<file path="src/sv/sds_pkg.sv">
// Shared types and constants for the SMTP body dot-stuffer.
// No dependencies.
package sds_pkg;

    localparam int unsigned JOB_BYTES = 5;
    localparam int unsigned JOB_CNT_W = 3;
    localparam int unsigned Q_DEPTH   = 4;
    localparam int unsigned Q_PTR_W   = 2;
    localparam int unsigned Q_CNT_W   = 3;

    localparam logic [7:0] BYTE_CR  = 8'h0D;
    localparam logic [7:0] BYTE_LF  = 8'h0A;
    localparam logic [7:0] BYTE_DOT = 8'h2E;

    localparam logic CMD_DATA = 1'b0;
    localparam logic CMD_END  = 1'b1;

    typedef struct packed {
        logic [JOB_CNT_W-1:0]           count;
        logic [JOB_BYTES-1:0][7:0]      bytes;
    } job_t;

endpackage

</file>
<file path="src/sv/smtp_body_dot_stuffer.sv">
// SMTP body dot-stuffer: line-end normalization, dot doubling, end marker.
// Top level; instantiates sds_front, sds_fifo and sds_back; depends on sds_pkg.
//
// Usage:
//   Input queue: drive cmd/data_byte with push; a transaction completes when
//   push is high and full is low. cmd=0 is a body byte, cmd=1 ends the message.
//   Output queue: while empty is low, out_byte/out_last show the oldest byte;
//   pop high with empty low takes it. out_last marks the final byte of the
//   bytes produced by one input transaction. A held CR yields no output yet.
//   Config: cfg_we/cfg_wdata write add_delimiter (reset 1); write only idle.
//   Throughput: one output byte per cycle from the back end serializer when
//   pop frees the output register; an input producing k bytes holds it until
//   all k are sent, so plain bytes stream at one per cycle. A 4-entry job
//   queue absorbs expansions; full rises when it fills. When pop is held low
//   the output register and queue hold, then full asserts. Reset clears all
//   line state, queue and output.
module smtp_body_dot_stuffer
    import sds_pkg::*;
(
    input  logic       clk,
    input  logic       rst_n,
    input  logic       cfg_we,
    input  logic       cfg_wdata,
    input  logic       push,
    output logic       full,
    input  logic       cmd,
    input  logic [7:0] data_byte,
    output logic       empty,
    input  logic       pop,
    output logic [7:0] out_byte,
    output logic       out_last
);

    job_t fe_job, q_job;
    logic fe_push, q_pop, q_full, q_empty;
    logic accept;

    assign full   = q_full;
    assign accept = push && !q_full;

    sds_front u_front (
        .clk       (clk),
        .rst_n     (rst_n),
        .cfg_we    (cfg_we),
        .cfg_wdata (cfg_wdata),
        .accept    (accept),
        .cmd       (cmd),
        .data_byte (data_byte),
        .job_push  (fe_push),
        .job       (fe_job)
    );

    sds_fifo u_fifo (
        .clk     (clk),
        .rst_n   (rst_n),
        .wr_en   (fe_push),
        .wr_job  (fe_job),
        .rd_en   (q_pop),
        .rd_job  (q_job),
        .q_full  (q_full),
        .q_empty (q_empty)
    );

    sds_back u_back (
        .clk      (clk),
        .rst_n    (rst_n),
        .q_empty  (q_empty),
        .q_job    (q_job),
        .q_pop    (q_pop),
        .pop      (pop),
        .empty    (empty),
        .out_byte (out_byte),
        .out_last (out_last)
    );

endmodule

</file>
<file path="src/sv/sds_front.sv">
// Front end: accepts body transactions, tracks line state and builds output jobs.
// Depends on sds_pkg.
module sds_front
    import sds_pkg::*;
(
    input  logic       clk,
    input  logic       rst_n,
    input  logic       cfg_we,
    input  logic       cfg_wdata,
    input  logic       accept,
    input  logic       cmd,
    input  logic [7:0] data_byte,
    output logic       job_push,
    output job_t       job
);

    logic add_delim_reg, add_delim_next;
    logic held_cr_reg, held_cr_next;
    logic after_nl_reg, after_nl_next;
    logic any_seen_reg, any_seen_next;
    logic [JOB_CNT_W-1:0] n;
    logic first;

    always_comb
    begin
        job  = '0;
        n    = '0;
        first = !any_seen_reg;
        held_cr_next  = held_cr_reg;
        after_nl_next = after_nl_reg;
        any_seen_next = any_seen_reg;
        add_delim_next = cfg_we ? cfg_wdata : add_delim_reg;
        if (cmd == CMD_END)
        begin
            if (any_seen_reg && !after_nl_reg)
            begin
                job.bytes[n] = BYTE_CR; n = n + 1'b1;
                job.bytes[n] = BYTE_LF; n = n + 1'b1;
            end
            job.bytes[n] = BYTE_DOT; n = n + 1'b1;
            job.bytes[n] = BYTE_CR;  n = n + 1'b1;
            job.bytes[n] = BYTE_LF;  n = n + 1'b1;
            held_cr_next  = 1'b0;
            after_nl_next = 1'b0;
            any_seen_next = 1'b0;
        end
        else
        begin
            if (first && add_delim_reg)
            begin
                job.bytes[n] = BYTE_CR; n = n + 1'b1;
                job.bytes[n] = BYTE_LF; n = n + 1'b1;
            end
            if (held_cr_reg && data_byte != BYTE_LF)
            begin
                job.bytes[n] = BYTE_CR; n = n + 1'b1;
            end
            held_cr_next = 1'b0;
            if (data_byte == BYTE_LF)
            begin
                job.bytes[n] = BYTE_CR; n = n + 1'b1;
                job.bytes[n] = BYTE_LF; n = n + 1'b1;
                after_nl_next = 1'b1;
            end
            else if (data_byte == BYTE_CR)
            begin
                held_cr_next  = 1'b1;
                after_nl_next = 1'b0;
            end
            else
            begin
                if (data_byte == BYTE_DOT && (after_nl_reg || first))
                begin
                    job.bytes[n] = BYTE_DOT; n = n + 1'b1;
                end
                job.bytes[n] = data_byte; n = n + 1'b1;
                after_nl_next = 1'b0;
            end
            any_seen_next = 1'b1;
        end
        job.count = n;
    end

    assign job_push = accept && (n != '0);

    always_ff @(posedge clk or negedge rst_n)
    begin
        if (!rst_n)
        begin
            add_delim_reg <= 1'b1;
            held_cr_reg   <= 1'b0;
            after_nl_reg  <= 1'b0;
            any_seen_reg  <= 1'b0;
        end
        else
        begin
            add_delim_reg <= add_delim_next;
            if (accept)
            begin
                held_cr_reg  <= held_cr_next;
                after_nl_reg <= after_nl_next;
                any_seen_reg <= any_seen_next;
            end
        end
    end

endmodule

</file>
<file path="src/sv/sds_fifo.sv">
// Short job queue between front and back ends.
// Depends on sds_pkg.
module sds_fifo
    import sds_pkg::*;
(
    input  logic clk,
    input  logic rst_n,
    input  logic wr_en,
    input  job_t wr_job,
    input  logic rd_en,
    output job_t rd_job,
    output logic q_full,
    output logic q_empty
);

    job_t mem_reg [Q_DEPTH];
    logic [Q_PTR_W-1:0] wr_ptr_reg, rd_ptr_reg;
    logic [Q_CNT_W-1:0] cnt_reg, cnt_next;

    assign q_full  = (cnt_reg == Q_CNT_W'(Q_DEPTH));
    assign q_empty = (cnt_reg == '0);
    assign rd_job  = mem_reg[rd_ptr_reg];

    always_comb
    begin
        cnt_next = cnt_reg;
        if (wr_en && !rd_en)
            cnt_next = cnt_reg + 1'b1;
        else if (!wr_en && rd_en)
            cnt_next = cnt_reg - 1'b1;
    end

    always_ff @(posedge clk)
    begin
        if (wr_en)
            mem_reg[wr_ptr_reg] <= wr_job;
    end

    always_ff @(posedge clk or negedge rst_n)
    begin
        if (!rst_n)
        begin
            wr_ptr_reg <= '0;
            rd_ptr_reg <= '0;
            cnt_reg    <= '0;
        end
        else
        begin
            if (wr_en)
                wr_ptr_reg <= wr_ptr_reg + 1'b1;
            if (rd_en)
                rd_ptr_reg <= rd_ptr_reg + 1'b1;
            cnt_reg <= cnt_next;
        end
    end

endmodule

</file>
<file path="src/sv/sds_back.sv">
// Back end: serializes queued jobs into output bytes behind an output register.
// Depends on sds_pkg.
module sds_back
    import sds_pkg::*;
(
    input  logic       clk,
    input  logic       rst_n,
    input  logic       q_empty,
    input  job_t       q_job,
    output logic       q_pop,
    input  logic       pop,
    output logic       empty,
    output logic [7:0] out_byte,
    output logic       out_last
);

    job_t                 cur_job_reg, cur_job_next;
    logic                 cur_valid_reg, cur_valid_next;
    logic [JOB_CNT_W-1:0] idx_reg, idx_next;
    logic                 out_valid_reg, out_valid_next;
    logic [7:0]           out_byte_reg, out_byte_next;
    logic                 out_last_reg, out_last_next;
    logic                 out_free, emit, is_last, cur_take;

    assign out_free = !out_valid_reg || pop;
    assign emit     = cur_valid_reg && out_free;
    assign is_last  = (idx_reg == cur_job_reg.count - 1'b1);
    assign cur_take = !cur_valid_reg || (emit && is_last);
    assign q_pop    = cur_take && !q_empty;

    always_comb
    begin
        cur_job_next   = cur_job_reg;
        cur_valid_next = cur_valid_reg;
        idx_next       = idx_reg;
        if (cur_take)
        begin
            cur_valid_next = !q_empty;
            cur_job_next   = q_job;
            idx_next       = '0;
        end
        else if (emit)
            idx_next = idx_reg + 1'b1;
    end

    always_comb
    begin
        out_valid_next = out_valid_reg;
        out_byte_next  = out_byte_reg;
        out_last_next  = out_last_reg;
        if (emit)
        begin
            out_valid_next = 1'b1;
            out_byte_next  = cur_job_reg.bytes[idx_reg];
            out_last_next  = is_last;
        end
        else if (pop)
            out_valid_next = 1'b0;
    end

    always_ff @(posedge clk)
    begin
        cur_job_reg  <= cur_job_next;
        out_byte_reg <= out_byte_next;
        out_last_reg <= out_last_next;
    end

    always_ff @(posedge clk or negedge rst_n)
    begin
        if (!rst_n)
        begin
            cur_valid_reg <= 1'b0;
            idx_reg       <= '0;
            out_valid_reg <= 1'b0;
        end
        else
        begin
            cur_valid_reg <= cur_valid_next;
            idx_reg       <= idx_next;
            out_valid_reg <= out_valid_next;
        end
    end

    assign empty    = !out_valid_reg;
    assign out_byte = out_byte_reg;
    assign out_last = out_last_reg;

    a_job_nonempty: assert property (@(posedge clk) disable iff (!rst_n)
        cur_valid_reg |-> (cur_job_reg.count != '0 && idx_reg < cur_job_reg.count))
        else $error("active job has no byte at current index");

    a_job_continues: assert property (@(posedge clk) disable iff (!rst_n)
        (emit && !is_last) |=> (cur_valid_reg && idx_reg == $past(idx_reg) + 1'b1))
        else $error("job dropped before its last byte");

    a_no_load_while_busy: assert property (@(posedge clk) disable iff (!rst_n)
        (cur_valid_reg && !emit) |=> ($stable(idx_reg) && cur_valid_reg))
        else $error("stalled job changed");

endmodule

</file>
<file path="config.mk">
export PLATFORM = sky130hd
export DESIGN_NAME = smtp_body_dot_stuffer
export DESIGN_NICKNAME = d
export VERILOG_FILES = /design/src/sv/sds_pkg.sv /design/src/sv/smtp_body_dot_stuffer.sv /design/src/sv/sds_front.sv /design/src/sv/sds_fifo.sv /design/src/sv/sds_back.sv
export SDC_FILE = /design/constraint.sdc
export NUM_CORES = 1
export LEC_CHECK = 0
export ABC_CLOCK_PERIOD_IN_PS = 3700
export BUFFER_PORTS_ARGS = -buffer_cell sky130_fd_sc_hd__buf_2
export CORE_ASPECT_RATIO = 2
export CORE_MARGIN = 4
export CORE_UTILIZATION = 38
export DETAILED_ROUTE_END_ITERATION = 8
export GPL_TIMING_DRIVEN = 0
export PLACE_DENSITY = 0.59
export SYNTH_ARGS = -nofsm -noshare
export SYNTH_HDL_FRONTEND = slang
export SYNTH_HIERARCHICAL = 1
export SYNTH_SLANG_ARGS = --single-unit
</file>
<file path="constraint.sdc">
create_clock -name clk -period 3.7 [get_ports clk]
set_input_delay 0.185 -clock clk [delete_from_list [all_inputs] [get_ports clk]]
set_output_delay 0.185 -clock clk [all_outputs]
set_load 0.01 [all_outputs]
</file>
==> impl_summary.txt <==
----------------------------------------------------
[Clocking]
  H-tree Lvls ... 1
  Number of clock buffers inserted by TritonCTS ... 22
  Clock sink count ... 240
  CTS root buf ... sky130_fd_sc_hd__clkbuf_16
  CTS max path bufs ... 3
  Clock tree from TritonCTS ... built
  Clock insertion delay at the later pin of the skew report ... 0.51 ns
  Post-CTS clock slew at the launch and capture registers of the worst setup and hold paths ... 0.06 ns

[Critical path]
  Endpoint arrival time on the critical path ... 3.65 ns
  Cells along the critical path ... nand2b_4 > clkinvlp_4 > ha_2 > nand2b_1 > mux2i_2 > a21bo_2 > a21o_1 > o221ai_4 > buf_4 > and2_4
  Crit-path max FO ... 43
  Worst Path Buf+Inv ... 2
  Gate family responsible for the most delay along the worst path ... simple AND/OR/NAND/NOR gates
  Worst setup path class ... reg -> reg
  Delay contributed by the slowest stage of the critical path ... 0.60 ns
  Setup crit start kind ... flop
  Critical path endpoint category ... flop
  Cell with the largest stage delay on the worst path ... sky130_fd_sc_hd__and2_4
  Crit path required time ... 3.83 ns

[Pwr]
  Static Leakage ... 0.00401 uW
  Power density over cell area ... 747 nW/um^2
  Worst voltage drop across the vdd grid ... 0.000410 V
  Post-route total power ... 8680 uW

[Synthesis]
  Fraction of synthesis flops using an asynchronous set or reset pin ... 6.67%
  Compound-gate portion of the synthesized area ... 5.20%
  Most used standard cells in the synthesized netlist ... 224 x sky130_fd_sc_hd__edfxtp_1, 46 x sky130_fd_sc_hd__mux4_2, 36 x sky130_fd_sc_hd__nand2_1, 32 x sky130_fd_sc_hd__nor2_1, 24 x sky130_fd_sc_hd__inv_1
  Main synth FF type ... sky130_fd_sc_hd__edfxtp_1
  Combined area of all synthesized cells ... 10200 um^2
  Synth top area share ... 65.9%
  Biggest area contributors in the synthesized netlist ... sky130_fd_sc_hd__edfxtp_1 66%, sky130_fd_sc_hd__mux4_2 10%, sky130_fd_sc_hd__dfrtp_1 3.7%
  Top-count cell post-synth ... sky130_fd_sc_hd__edfxtp_1
  EDFF count, synth ... 224
  Number of different library cells in the post-synthesis netlist ... 65
  Library cell occupying the most area in the post-synthesis netlist ... sky130_fd_sc_hd__edfxtp_1
  Mapped Avg Cell Area ... 17.6 um^2
  Synthesized-area fraction occupied by xor and xnor cells ... 1.16%
  Multiplexer area fraction after synthesis ... 12.4%
  Warnings, synthesis ... 6
  Count of mapped cells out of synthesis ... 581
  Main combinational cell family by area after synthesis ... multiplexers
  Register bit count reported by yosys ... 240
  Part of the Yosys area used for sequential elements ... 69.8%
  Area fraction in and, or, nand and nor cells after synthesis ... 6.35%
  Post-synthesis adder-cell area fraction ... 1.91%

[Cells and area]
  Filler cells ... 2265
  Nets@finish ... 668
  Largest register FFs ... 172
  Fraction of layout cells with a size suffix above 1 ... 24.7%
  Diodes inserted ... 0
  Summed area of non-filler cells in the final layout ... 11600 um^2
  Area growth from synthesis to final layout ... 13.8%

[Die]
  Effective utilization at floorplan ... 38.7%
  Die Width ... 124 um
  Die footprint ... 29700 um^2
  Die Span Y ... 240 um
  Placeable core area ... 26400 um^2
  Site Rows ... 84
  Boundary pin count ... 26

[Min path]
  Hold crit path type ... in -> reg

[STA]
  Fin Hold WS ... 0.0836 ns
  Worst-case clock skew ... 0.0174 ns
  Relative slew slack ... 39.7%
  Final setup violation count ... 0
  Final count of pins violating max slew ... 0
  Final setup margin ... 0.188 ns
  RSZ-0062 raised after global routing ... no
  Slew at the pin closest to its max-slew limit ... 0.902 ns
  Highest Clock Rate ... 285 MHz
  Time the worst path needs with I/O delays and setup ... 3.51 ns
  Final period utilization ... 94.9%
  Final hold violation count ... 0

[Global routing]
  Overall Global Routing Usage ... 15.0%
  First-pass GRT wire length ... 33100 um
  Vias in the first global route ... 5689
  Total grt overflow ... 0
  Antenna violations before repair ... 0
  Maximum number of pins on one net before global-route repair ... 44

[Place]
  Placed standard-cell area ... 10800 um^2
  I/O Buffers ... 22
  HPWL Detailed ... 14700 um
  Final weighted congestion in routability-driven placement ... 0.910
  Pre-CTS setup slack ... -1.41 ns

[Route]
  Number of search-and-repair iterations in the first detailed-routing pass ... 5
  Aggregate routed wire length ... 21300 um
  DR vias/cell ... 5.26
  Post-DR wirelength/cell ... 21.4 um
  Vias after detailed routing ... 5241
  Number of nets with antenna violations after routing ... 0
  First DRT Iteration DRCs ... 331
  Detailed-route DRC error count ... 0

[Run]
  Total of max-cap violations ... 0

[Outcome]
  Result of the run ... completed

----------------------------------------------------
cell families after synthesis:
logic type                 after synthesis
buffers and inverters                   54
other                                    1
AOI/OAI and AO/OA                       79
muxes                                   61
and+or+nand+nor                        119
xor gates and xnor gates                12
DFF                                    240
adders and majority gates               15
worst reg2reg max path, cell delays in order, from the launching register on:
cell and delay (ns):
sky130_fd_sc_hd__dfrtp_1 0.39, sky130_fd_sc_hd__nand2b_4 0.26, sky130_fd_sc_hd__clkinvlp_4 0.17, sky130_fd_sc_hd__ha_2 0.27, sky130_fd_sc_hd__nand2b_1 0.18, sky130_fd_sc_hd__mux2i_2 0.25
sky130_fd_sc_hd__a21bo_2 0.32, sky130_fd_sc_hd__a21o_1 0.21, sky130_fd_sc_hd__o221ai_4 0.27, sky130_fd_sc_hd__buf_4 0.17, sky130_fd_sc_hd__and2_4 0.60
where the power goes:
part	switching (uW)	internal, uW
sequential	191	3880
combinational	1340	1070
clock	944	1250
layout by cell type (no fill, tap or decap), types with 7 or more instances in the layout:
| cell type | Yosys | final |
|---|---|---|
| sky130_fd_sc_hd__a21oi_1 | 20 | 20 |
| sky130_fd_sc_hd__buf_2 | 9 | 31 |
| sky130_fd_sc_hd__nor2_1 | 32 | 32 |
| sky130_fd_sc_hd__mux2i_1 | 8 | 7 |
| sky130_fd_sc_hd__o21ai_1 | 13 | 13 |
| sky130_fd_sc_hd__clkbuf_1 | 9 | 9 |
| sky130_fd_sc_hd__nand2_1 | 36 | 34 |
| sky130_fd_sc_hd__o21ai_0 | 14 | 14 |
| sky130_fd_sc_hd__ha_1 | 14 | 12 |
| sky130_fd_sc_hd__and2_1 | 12 | 8 |
| sky130_fd_sc_hd__inv_1 | 24 | 23 |
| sky130_fd_sc_hd__nand2b_1 | 8 | 7 |
| sky130_fd_sc_hd__buf_4 | 5 | 11 |
| sky130_fd_sc_hd__edfxtp_1 | 224 | 224 |
| sky130_fd_sc_hd__dfrtp_1 | 15 | 14 |
| sky130_fd_sc_hd__clkbuf_16 | 0 | 23 |
| sky130_fd_sc_hd__xor2_1 | 7 | 7 |
| sky130_fd_sc_hd__mux4_2 | 46 | 46 |
worst paths after layout:
kind	cells after the start	slack (ns)	endpoint	startpoint
worst max-delay path	10	0.19	u_fifo/mem_reg[3][17]	u_front/any_seen_reg
worst min register to register	1	0.49	u_fifo/cnt_reg[2]	u_fifo/cnt_reg[2]
min in group asynchronous	2	0.15	u_back/out_valid_reg	rst_n
worst min-delay path	4	0.08	u_front/any_seen_reg	push
worst max register to register	10	0.19	u_fifo/mem_reg[3][17]	u_front/any_seen_reg
max in group asynchronous	2	3.19	u_front/add_delim_reg	rst_n
stage by stage:
stage | TNS, ns | instances | util (%)
2_1_floorplan | 0 | 584 | -
3_5_place_dp | -244.78 | 951 | 40.9
3_3_place_gp | -237.42 | 950 | 40.8
6_report | 0 | 996 | 44.0
5_1_grt | 0 | 996 | 44.0
4_1_cts | 0 | 992 | 43.9
metal layers:
metal | up-vias | track usage [%] | wire [um]
li1 | 2375 | - | -
met1 | 2705 | 16.2 | 7560
met2 | 115 | 28.1 | 12300
met3 | 46 | 1.65 | 591
met4 | 0 | 7.51 | 928
met5 | - | 0 | 0
cell type report:
class                      count  area (um^2)  area share [%]
multi-input combinational    290         2840            24.5
sequential                   240         7130            61.4
clock inverter                10         80.1           0.689
buffer                        27          213            1.83
tap                          344          430            3.70
clock buffer                  28          614            5.29
inverter                      24         93.8           0.808
timing repair buffer          33          215            1.85
what timing repair did:
item / CTS / global route
hold buffers: 4 / 0
endpoints found under the setup margin: 180 / 2
hold endpoints to repair: 18 / 0
buffers inserted: 2 / 4
pin swaps: 1 / 1
resized for setup: 11 / 4
Note: power is estimated with default switching activity, not from simulation.
